## config.mk

```make
export PLATFORM = sky130hd
export DESIGN_NAME = two_class_stable_priority_queue
export DESIGN_NICKNAME = d
export VERILOG_FILES = /design/src/tcspq_pkg.sv /design/src/tcspq_store.sv /design/src/two_class_stable_priority_queue.sv
export SDC_FILE = /design/constraint.sdc
export NUM_CORES = 1
export LEC_CHECK = 0
export ABC_CLOCK_PERIOD_IN_PS = 3400
export BUFFER_PORTS_ARGS = -buffer_cell sky130_fd_sc_hd__buf_2
export CAP_MARGIN = 30
export CORE_UTILIZATION = 50
export CTS_BUF_LIST = sky130_fd_sc_hd__clkbuf_16
export CTS_CLUSTER_DIAMETER = 40
export DETAILED_ROUTE_END_ITERATION = 6
export PLACE_DENSITY = 0.75
export SLEW_MARGIN = 20
export SYNTH_ARGS = -nofsm -noshare
export SYNTH_HDL_FRONTEND = slang
export SYNTH_SLANG_ARGS = --single-unit
```

## constraint.sdc

```tcl
create_clock -name i_clk -period 3.4 [get_ports i_clk]
set_input_delay 0.34 -clock i_clk [delete_from_list [all_inputs] [get_ports i_clk]]
set_output_delay 0.34 -clock i_clk [all_outputs]
set_load 0.01 [all_outputs]
```

## src/tcspq_pkg.sv

```systemverilog
package tcspq_pkg;

    localparam int ID_W  = 5;
    localparam int OCC_W = 6;

    typedef enum logic {
        OP_ENQ = 1'b0,
        OP_DEQ = 1'b1
    } t_op;

    typedef struct packed {
        t_op              opcode;
        logic [ID_W-1:0]  entry_id;
        logic             urgent;
    } t_in_item;

    typedef struct packed {
        logic             popped_valid;
        logic [ID_W-1:0]  popped_id;
        logic             popped_urgent;
        logic             was_empty;
        logic             dropped_full;
        logic [OCC_W-1:0] occupancy;
    } t_out_item;

    // One stored slot: class bit above the id.
    typedef struct packed {
        logic            urgent;
        logic [ID_W-1:0] id;
    } t_slot;

    typedef enum logic [2:0] {
        ST_IDLE,
        ST_POP,
        ST_SCAN,
        ST_PLACE,
        ST_RESP
    } t_state;

endpackage

```

## src/tcspq_store.sv

```systemverilog
module tcspq_store #(
    parameter int DEPTH = 32,
    parameter int AW    = 5
) (
    input  logic                 i_clk,
    input  logic                 i_wr_en,
    input  logic [AW-1:0]        i_wr_addr,
    input  tcspq_pkg::t_slot     i_wr_data,
    input  logic [AW-1:0]        i_rd_addr,
    output tcspq_pkg::t_slot     o_rd_data
);
    import tcspq_pkg::*;

    t_slot r_mem [DEPTH];
    t_slot r_rd_data;

    always_ff @(posedge i_clk) begin
        if (i_wr_en) begin
            r_mem[i_wr_addr] <= i_wr_data;
        end
        r_rd_data <= r_mem[i_rd_addr];
    end

    assign o_rd_data = r_rd_data;

endmodule

```

## src/two_class_stable_priority_queue.sv

```systemverilog
// Two-class FIFO of 5-bit entry ids held in a single-port-write, single-port-read
// ring memory of QUEUE_DEPTH slots. One item is worked on at a time and the input
// stalls until its result has been loaded into the output register. A normal enqueue,
// a refused enqueue into a full queue and a dequeue from an empty queue go straight
// to the result state; a dequeue first passes the pop state because of the registered
// memory read. An urgent enqueue into a non-empty queue walks back from the tail
// one slot per cycle, moving each normal entry up by one until it meets the last
// urgent entry; that walk over the memory read and write ports sets the worst case.
// The slot memory is not cleared after reset, since only data from slots holding
// entries is ever used.
module two_class_stable_priority_queue #(
    parameter int QUEUE_DEPTH = 32
) (
    input  logic                  i_clk,
    input  logic                  i_rst_n,
    input  logic                  i_in_valid,
    output logic                  o_in_stall,
    input  tcspq_pkg::t_in_item   i_in_item,
    output logic                  o_out_valid,
    input  logic                  i_out_stall,
    output tcspq_pkg::t_out_item  o_out_item
);
    import tcspq_pkg::*;

    localparam int AW = (QUEUE_DEPTH > 1) ? $clog2(QUEUE_DEPTH) : 1;
    localparam int CW = $clog2(QUEUE_DEPTH + 1);

    t_state            r_state, n_state;
    logic [AW-1:0]     r_head, n_head;
    logic [AW-1:0]     r_tail, n_tail;
    logic [CW-1:0]     r_count, n_count;
    logic [AW-1:0]     r_wptr, n_wptr;
    logic [AW-1:0]     r_rptr, n_rptr;
    logic [AW-1:0]     r_left, n_left;
    t_slot             r_word, n_word;
    t_out_item         r_res, n_res;
    logic              n_out_valid;
    t_out_item         n_out_item;

    logic              wr_en;
    logic [AW-1:0]     wr_addr;
    t_slot             wr_data;
    logic [AW-1:0]     rd_addr;
    t_slot             rd_data;
    logic              full;
    logic              empty;

    function automatic logic [AW-1:0] ring_inc(input logic [AW-1:0] p);
        return (p == AW'(QUEUE_DEPTH - 1)) ? '0 : p + 1'b1;
    endfunction

    function automatic logic [AW-1:0] ring_dec(input logic [AW-1:0] p);
        return (p == '0) ? AW'(QUEUE_DEPTH - 1) : p - 1'b1;
    endfunction

    tcspq_store #(
        .DEPTH (QUEUE_DEPTH),
        .AW    (AW)
    ) u_store (
        .i_clk     (i_clk),
        .i_wr_en   (wr_en),
        .i_wr_addr (wr_addr),
        .i_wr_data (wr_data),
        .i_rd_addr (rd_addr),
        .o_rd_data (rd_data)
    );

    assign full       = (r_count == CW'(QUEUE_DEPTH));
    assign empty      = (r_count == '0);
    assign o_in_stall = (r_state != ST_IDLE);

    always_comb begin
        n_state     = r_state;
        n_head      = r_head;
        n_tail      = r_tail;
        n_count     = r_count;
        n_wptr      = r_wptr;
        n_rptr      = r_rptr;
        n_left      = r_left;
        n_word      = r_word;
        n_res       = r_res;
        n_out_valid = o_out_valid && i_out_stall;
        n_out_item  = o_out_item;
        wr_en       = 1'b0;
        wr_addr     = r_tail;
        wr_data     = r_word;
        rd_addr     = r_head;

        unique case (r_state)
            ST_IDLE: begin
                if (i_in_valid) begin
                    n_res           = '0;
                    n_res.occupancy = OCC_W'(r_count);
                    n_state         = ST_RESP;
                    if (i_in_item.opcode == OP_ENQ) begin
                        if (full) begin
                            n_res.dropped_full = 1'b1;
                        end else if (!i_in_item.urgent || empty) begin
                            wr_en           = 1'b1;
                            wr_addr         = r_tail;
                            wr_data         = '{urgent: i_in_item.urgent,
                                                id: i_in_item.entry_id};
                            n_tail          = ring_inc(r_tail);
                            n_count         = r_count + 1'b1;
                            n_res.occupancy = OCC_W'(n_count);
                        end else begin
                            // Walk back from the tail, starting with the last entry.
                            n_word  = '{urgent: 1'b1, id: i_in_item.entry_id};
                            n_wptr  = r_tail;
                            n_rptr  = ring_dec(r_tail);
                            rd_addr = ring_dec(r_tail);
                            n_left  = AW'(r_count);
                            n_state = ST_SCAN;
                        end
                    end else begin
                        if (empty) begin
                            n_res.was_empty = 1'b1;
                        end else begin
                            rd_addr = r_head;
                            n_state = ST_POP;
                        end
                    end
                end
            end
            ST_POP: begin
                n_res.popped_valid  = 1'b1;
                n_res.popped_id     = rd_data.id;
                n_res.popped_urgent = rd_data.urgent;
                n_head              = ring_inc(r_head);
                n_count             = r_count - 1'b1;
                n_res.occupancy     = OCC_W'(n_count);
                n_state             = ST_RESP;
            end
            ST_SCAN: begin
                wr_en   = 1'b1;
                wr_addr = r_wptr;
                if (rd_data.urgent) begin
                    // Urgent entries form a prefix, so the new entry lands right behind it.
                    wr_data         = r_word;
                    n_tail          = ring_inc(r_tail);
                    n_count         = r_count + 1'b1;
                    n_res.occupancy = OCC_W'(n_count);
                    n_state         = ST_RESP;
                end else begin
                    wr_data = rd_data;
                    n_wptr  = r_rptr;
                    n_rptr  = ring_dec(r_rptr);
                    rd_addr = ring_dec(r_rptr);
                    n_left  = r_left - 1'b1;
                    if (r_left == AW'(1)) begin
                        n_state = ST_PLACE;
                    end
                end
            end
            ST_PLACE: begin
                wr_en           = 1'b1;
                wr_addr         = r_wptr;
                wr_data         = r_word;
                n_tail          = ring_inc(r_tail);
                n_count         = r_count + 1'b1;
                n_res.occupancy = OCC_W'(n_count);
                n_state         = ST_RESP;
            end
            ST_RESP: begin
                if (!o_out_valid || !i_out_stall) begin
                    n_out_valid = 1'b1;
                    n_out_item  = r_res;
                    n_state     = ST_IDLE;
                end
            end
            default: begin
                n_state = ST_IDLE;
            end
        endcase
    end

    always_ff @(posedge i_clk) begin
        if (!i_rst_n) begin
            r_state     <= ST_IDLE;
            r_head      <= '0;
            r_tail      <= '0;
            r_count     <= '0;
            o_out_valid <= 1'b0;
        end else begin
            r_state     <= n_state;
            r_head      <= n_head;
            r_tail      <= n_tail;
            r_count     <= n_count;
            o_out_valid <= n_out_valid;
        end
    end

    always_ff @(posedge i_clk) begin
        r_wptr     <= n_wptr;
        r_rptr     <= n_rptr;
        r_left     <= n_left;
        r_word     <= n_word;
        r_res      <= n_res;
        o_out_item <= n_out_item;
    end

`ifndef ASSERT_OFF
    a_count_bound: assert property (@(posedge i_clk) disable iff (!i_rst_n)
        r_count <= CW'(QUEUE_DEPTH))
        else $error("entry count exceeds queue depth");

    a_tail_tracks: assert property (@(posedge i_clk) disable iff (!i_rst_n)
        r_tail == ((32'(r_head) + 32'(r_count) >= 32'(QUEUE_DEPTH))
                   ? AW'(32'(r_head) + 32'(r_count) - 32'(QUEUE_DEPTH))
                   : AW'(32'(r_head) + 32'(r_count))))
        else $error("tail pointer out of step with head and count");

    a_out_from_resp: assert property (@(posedge i_clk) disable iff (!i_rst_n)
        $rose(o_out_valid) |-> $past(r_state == ST_RESP))
        else $error("result presented outside the result state");

    a_scan_left: assert property (@(posedge i_clk) disable iff (!i_rst_n)
        (r_state == ST_SCAN) |-> (r_left != '0))
        else $error("slot walk ran past the head");
`endif

endmodule
```

==> results of run 1 <==
-- worst max-delay path, cell delays in order, from the launching register on --
cell and delay [ns]:
dfxtp_1 0.30, inv_1 0.08, ha_1 0.22, or4b_4 0.54, mux2i_4 0.31, nand2_1 0.18, nor2_2 0.25, a32oi_1 0.14
buf_4 0.20, nor2_1 0.40
-- worst max-delay path by stage --
stage / endpoint / slack [ns] / cells past startpoint / from
floorplan: u_store.r_mem[13][0] / 0.49 / 10 / r_count[0]
global placement: u_store.r_mem[9][0] / 0.51 / 9 / r_count[0]
detailed placement: u_store.r_mem[29][3] / 0.43 / 9 / r_count[0]
CTS: u_store.r_mem[13][3] / 0.43 / 9 / r_count[0]
global route: u_store.r_mem[9][0] / 0.18 / 9 / r_count[0]
finish: u_store.r_mem[1][5] / 0.41 / 9 / r_count[0]
-- power groups by stage --
stage | clock, W | combinational, W | sequential (W)
after floorplan | 0 | 0.00150 | 0.00431
after CTS | 0.00355 | 0.00233 | 0.00428
after global routing | 0.00369 | 0.00255 | 0.00432
after global placement | 0 | 0.00228 | 0.00435
final | 0.00352 | 0.00235 | 0.00429
after detailed placement | 0 | 0.00231 | 0.00435
-- metal layers --
layer / vias to the layer above / part of all wire
met1: 3912 / 0.40
met3: 74 / 0.10
met4: 0 / 0.033
li1: 3792 / -
met5: - / 0
met2: 441 / 0.46
-- state kept, by name, indices dropped and copies added (netlist names) --
signal             cells
r_tail                 5
o_out_valid            1
u_store.o_rd_data      6
r_count                6
r_word                 5
r_wptr                 5
r_res                 15
u_store.r_mem        192
r_state                3
o_out_item            15
r_rptr                 5
r_left                 5
r_head                 5
-- metrics by stage --
| step | std cells | util |
|---|---|---|
| after global placement | 1332 | 0.5523 |
| after detailed placement | 1332 | 0.5523 |
| final | 1396 | 0.6023 |
| after CTS | 1395 | 0.6020 |
| after global routing | 1396 | 0.6023 |
| after floorplan | 985 | - |
-- cell type report --
type                    instances  area [sq um]  area share
flip-flops and latches        268          7787      0.5677
multi-input cells             643          3606      0.2629
clock buffers                  35         875.8     0.06385
repair buffers                 93         740.7     0.05399
well taps                     313         391.6     0.02855
clock inverters                28         256.5     0.01870
inverters                      16         60.06    0.004378
-- cell families after synthesis --
kind of cell               count (synthesis)  share of synthesized area
AOI/OAI and AO/OA                        144                    0.08564
adders and majority gates                 11                    0.01176
buffers and inverters                     74                    0.02812
muxes                                     21                    0.01924
DFF                                      268                     0.6654
and+or+nand+nor                          459                     0.1839
xor gates and xnor gates                   8                   0.005987
-- Yosys cell counts (6+ instances only) --
| cell | instances |
|---|---|
| nand3_1 | 70 |
| buf_2 | 11 |
| nand2b_1 | 6 |
| xnor2_1 | 6 |
| a21oi_1 | 22 |
| a22oi_1 | 8 |
| nor2b_1 | 13 |
| a31oi_1 | 18 |
| nand2_1 | 212 |
| mux2i_1 | 18 |
| a32oi_1 | 15 |
| and2_1 | 13 |
| nor3_1 | 11 |
| o21ai_0 | 30 |
| dfxtp_1 | 26 |
| ha_1 | 11 |
| nor2_1 | 65 |
| clkbuf_1 | 39 |
| inv_1 | 16 |
| nand4_1 | 30 |
| edfxtp_1 | 242 |
==> summary.md, run 1 <==
| Metric | Value |
|---|---|
| Vias | 8219 |
| Max-slew headroom | 0.5615 |
| Critical Path Fanout Max | 9 |
| Hold Path Cell Cnt | 1 |
| Worst VDD drop | 0.4333 mV |
| Largest net degree at the start of global routing | 61 |
| Commonest cells after routing, fill and taps aside | edfxtp_1, nand2_1, nand3_1, nor2_1, buf_4 |
| Power Density | 740.3 nW/um^2 |
| Gr ovfl total | 0 |
| Post-CTS Setup Bufs | 0 |
| Die width | 155.0 microns |
| Die area | 24020 sq um |
| GR Util met3 | 0.06518 |
| First-pass GRT wire length | 43.71 mm |
| Fillers | 1762 |
| ANT cells | 0 |
| Clock Sink Count | 268 |
| Status | finished clean |
| #FFs+latches synth | 268 |
| Fin Hold WS | 0.02306 ns |
| Hold path start | i_in_item[3] |
| Vias in the first global route | 7887 |
| Critical Path AT | 3.14 ns |
| TritonCTS buffer count | 35 |
| Latest clock arrival within the worst-skew pair | 0.52 ns |
| Cells after Synth | 985 |
| Htree depth | 2 |
| CTS tree | done |
| Critical Path Start Type | flip-flop |
| Fin. Hold Viols | 0 |
| Bufs on Longest Clock Path | 3 |
| Clk pwr share | 0.346 |
| Tot GR Track Use | 0.2403 |
| Slew Viols, Final | 0 |
| Top cells by area, synth | edfxtp_1, nand2_1, dfxtp_1, nand3_1, nor2_1 |
| CP Class | reg -> reg |
| Place WS | 0.4322 ns |
| Reg clk slew, reported paths | 0.06 ns |
| Flop pwr share | 0.422 |
| Initial antenna violation count | 0 |
| Worst hold endpoint | r_word[2] |
| Final Power | 0.01016 W |
| Max Clock Skew | 0.03249 ns |
| Starting Density | 0.5138 |
| I/O Buffers | 27 |
| Cell Area, Placed | 12580 sq um |
| DRT iter0 DRCs | 1087 |
| Most common cell after layout, fill and taps aside | edfxtp_1 |
| Tightest Pin Transition | 0.6508 ns |
| Met2 Resource Use GR | 0.3842 |
| Post-synth EDFFs | 242 |
| Leak | 4.807 nW |
| Max cap viols | 0 |
| Routed Antenna Nets | 0 |
| Setup ws final | 0.4130 ns |
| Area growth syn-to-layout | 17.21% |
| Min-Delay Path Class | in -> reg |
| Met1 usage | 0.3134 |
| Post-DP HPWL | 18.26 mm |
| Die height | 155.0 microns |
| RSZ-0062 raised after global routing | no |
| Layout cells sized above 1 | 0.1616 |
| Mapped cell area | 11700 sq um |
| Final setup fails | 0 |
| Yosys warns | 0 |
| Initial DRT Pass Iterations | 5 |
| Final worst path period share | 0.8785 |
| Peak Freq | 334.8 MHz |
| Switching portion of total power | 0.3090 |
| Synth unique cells | 71 |
| Yosys top cell area share | 0.6209 |
| Total Wirelength | 28.22 mm |
| Cells on worst reg2reg path | 9 |
| Final min period | 2.987 ns |
| Seq/Total Area, Yosys | 0.6654 |
| CTS Hold Bufs | 0 |
| Crit path capture type | flip-flop |
| Critical Path RT | 3.55 ns |
| Logic pwr share | 0.232 |
| Row cnt | 55 |
| GR peak layer | met2 |
| Reg2reg start | r_count[0] |
| Async SR Flop Fraction | 0 |
| GP Congestion | 0.9388 |
| Final Instance Area | 13720 sq um |
| Syn nets | 1007 |
| RR Endpoint | u_store.r_mem[1][5] |
| Setup Total Neg Slack | 0 ns |
| Post-cts resize count | 0 |
| CTS root buffer | clkbuf_16 |
| # IOs | 28 |
| DR WL/cell | 20.22 microns |
| Core area | 22780 sq um |
| P_sw | 0.003139 W |
| Internal power | 0.007017 W |
| Reg2Reg Setup Slack | 0.41 ns |
| Drc violations | 0 |
| Vias per inst | 5.888 |
| Yosys top cell by area | edfxtp_1 |
| Final net count | 1079 |
| Syn avg cell area | 11.88 sq um |
| Top_reg_cell synth | edfxtp_1 |
Note: power is estimated with default switching activity, not from simulation.
==> run 2, diff against run 1 <==
Settings changed: REMOVE_ABC_BUFFERS set to 1.
==> run 2 against run 1 <==
Against the previous run:
- sequential share of layout area up 0.24 points
- clock skew down 0.0057 ns
- highest routed layer unchanged
- total power down 1.4%
- fmax down 3.0%
- critical endpoint is now u_store.r_mem[18][5]
- non-clock buffer count up 4
- first-iteration DRC count down 9.1%
==> summary.md, run 2 (same netlist as run 1, synthesis figures left out) <==
| Metric | Value |
|---|---|
| Max-slew headroom | 0.3895 (was 0.5615) |
| Max Clock Skew | 0.02678 ns (was 0.03249 ns) |
| Critical Path RT | 3.69 ns (was 3.55 ns) |
| Final worst path period share | 0.9054 (was 0.8785) |
| Post-cts resize count | 0 (unchanged) |
| Final Instance Area | 13660 sq um (was 13720 sq um) |
| Tightest Pin Transition | 0.9015 ns (was 0.6508 ns) |
| Place WS | 0.3448 ns (was 0.4322 ns) |
| Bufs on Longest Clock Path | 3 (unchanged) |
| Initial antenna violation count | 0 (unchanged) |
| Drc violations | 0 (unchanged) |
| Fin. Hold Viols | 0 (unchanged) |
| CTS root buffer | clkbuf_16 (unchanged) |
| Critical Path Fanout Max | 9 (unchanged) |
| Gr ovfl total | 0 (unchanged) |
| Row cnt | 55 (unchanged) |
| Critical Path AT | 3.37 ns (was 3.14 ns) |
| Vias | 8347 (was 8219) |
| Reg with most FFs | u_store.r_mem (unchanged) |
| Leak | 4.791 nW (was 4.807 nW) |
| Status | finished clean (unchanged) |
| Min-Delay Path Class | in -> reg (unchanged) |
| Most common cell after layout, fill and taps aside | edfxtp_1 (unchanged) |
| Clock Sink Count | 268 (unchanged) |
| Fillers | 1744 (was 1762) |
| Critical Path Start Type | flip-flop (unchanged) |
| RSZ-0062 raised after global routing | no (unchanged) |
| Total Wirelength | 28.42 mm (was 28.22 mm) |
| Die area | 24020 sq um (unchanged) |
| Slew Viols, Final | 0 (unchanged) |
| Cell Area, Placed | 12560 sq um (was 12580 sq um) |
| Max cap viols | 0 (unchanged) |
| Commonest cells after routing, fill and taps aside | edfxtp_1, nand2_1, nand3_1, nor2_1, buf_4 (unchanged) |
| Top Registers | u_store.r_mem x192, o_out_item x15, r_res x15 (unchanged) |
| Clk pwr share | 0.334 (was 0.346) |
| Die width | 155.0 microns (unchanged) |
| Vias per inst | 5.992 (was 5.888) |
| P_sw | 0.003063 W (was 0.003139 W) |
| Post-DP HPWL | 18.21 mm (was 18.26 mm) |
| Switching portion of total power | 0.3059 (was 0.3090) |
| Core area | 22780 sq um (unchanged) |
| Setup ws final | 0.3218 ns (was 0.4130 ns) |
| Final min period | 3.078 ns (was 2.987 ns) |
| DR WL/cell | 20.40 microns (was 20.22 microns) |
| Largest net degree at the start of global routing | 85 (was 61) |
| Initial DRT Pass Iterations | 6 (was 5) |
| First-pass GRT wire length | 44.75 mm (was 43.71 mm) |
| Peak Freq | 324.9 MHz (was 334.8 MHz) |
| Internal power | 0.006950 W (was 0.007017 W) |
| Tot GR Track Use | 0.2416 (was 0.2403) |
| TritonCTS buffer count | 30 (was 35) |
| ANT cells | 0 (unchanged) |
| CTS tree | done (unchanged) |
| # IOs | 28 (unchanged) |
| Htree depth | 1 (was 2) |
| Max reg flops | 192 (unchanged) |
| Vias in the first global route | 8107 (was 7887) |
| Flop pwr share | 0.429 (was 0.422) |
| DRT iter0 DRCs | 988 (was 1087) |
| Starting Density | 0.5138 (unchanged) |
| Crit path capture type | flip-flop (unchanged) |
| Routed Antenna Nets | 0 (unchanged) |
| GP Congestion | 0.9177 (was 0.9388) |
| CP Class | reg -> reg (unchanged) |
| Final setup fails | 0 (unchanged) |
| I/O Buffers | 27 (unchanged) |
| Logic pwr share | 0.237 (was 0.232) |
| Area growth syn-to-layout | 16.71% (was 17.21%) |
| Latest clock arrival within the worst-skew pair | 0.58 ns (was 0.52 ns) |
| Worst VDD drop | 0.3638 mV (was 0.4333 mV) |
| Power Density | 733.0 nW/um^2 (was 740.3 nW/um^2) |
| Layout cells sized above 1 | 0.1519 (was 0.1616) |
| Die height | 155.0 microns (unchanged) |
| Reg clk slew, reported paths | 0.06 ns (about the same) |
| Final net count | 1078 (was 1079) |
[run 2: cell count changes in the layout (fill, tap and decap cells not counted), sizes merged]
| cell | before | now |
|---|---|---|
| clkinv | 16 | 14 |
| inv | 23 | 22 |
| bufinv | 2 | 5 |
| clkbuf | 35 | 30 |
| dlygate4sd3 | 0 | 5 |
| buf | 93 | 92 |
| clkinvlp | 3 | 1 |
[run 2: cell type report]
class,count,area (sq um),share of cell area
flip-flops and latches,268,7787,0.5701
multi-input cells,643,3606,0.2640
repair buffers,97,760.7,0.05569
clock buffers,30,750.7,0.05496
well taps,313,391.6,0.02867
clock inverters,26,302.8,0.02217
inverters,16,60.06,0.004397
[run 2: path summary, 6_finish.rpt]
| check | start | endpoint | slack, ns | cells past startpoint |
|---|---|---|---|---|
| worst min-delay path | i_out_stall | o_out_valid | 0.09 | 3 |
| worst max register to register | r_count[0] | u_store.r_mem[18][5] | 0.32 | 11 |
| worst min register to register | r_res[14] | o_out_item[14] | 0.41 | 0 |
| worst max-delay path | r_count[0] | u_store.r_mem[18][5] | 0.32 | 11 |
[run 2: timing repair]
action / 4_1_cts / 5_1_grt
setup endpoints to repair: 0 / 0
hold buffers: 5 / 0
setup buffers: 0 / 0
endpoints found under the hold margin: 5 / 0
[run 2: routing by layer]
metal | track usage | wire [microns] | vias up
met1 | 0.3295 | 11420 | 4003
li1 | - | - | 3786
met3 | 0.04429 | 2976 | 66
met4 | 0.08817 | 712 | 0
met2 | 0.3882 | 13310 | 492
met5 | 0 | 0 | -
[run 2: critical path, cell delays in order (launching register included)]
cell	delay, ns
dfxtp_1	0.38
inv_1	0.13
ha_1	0.24
or4b_4	0.55
mux2i_4	0.32
nand2_1	0.20
nor2_2	0.16
buf_4	0.18
a32oi_1	0.10
buf_4	0.21
nor2_1	0.15
buf_4	0.18
[run 2: power groups by stage]
stage                     logic [W]  clock network (W)  registers (W)
after global routing        0.00258            0.00350        0.00432
after global placement      0.00229                  0        0.00435
after floorplan             0.00134                  0        0.00437
after detailed placement    0.00232                  0        0.00436
after CTS                   0.00234            0.00338        0.00429
final                       0.00237            0.00335        0.00430
[run 2: metrics by stage]
| stage | hold WS [ns] | total power, W | utilization | cells | TNS (ns) |
|---|---|---|---|---|---|
| 2_1_floorplan | 0.4003 | 0.005712 | - | 927 | -6.809 |
| 6_report | 0.08826 | 0.01001 | 0.5997 | 1393 | 0 |
| 3_5_place_dp | 0.4054 | 0.006678 | 0.5512 | 1332 | 0 |
| 3_3_place_gp | 0.4015 | 0.006640 | 0.5512 | 1332 | 0 |
| 5_1_grt | 0.09096 | 0.01040 | 0.5997 | 1393 | 0 |
| 4_1_cts | 0.07951 | 0.01001 | 0.5997 | 1393 | 0 |
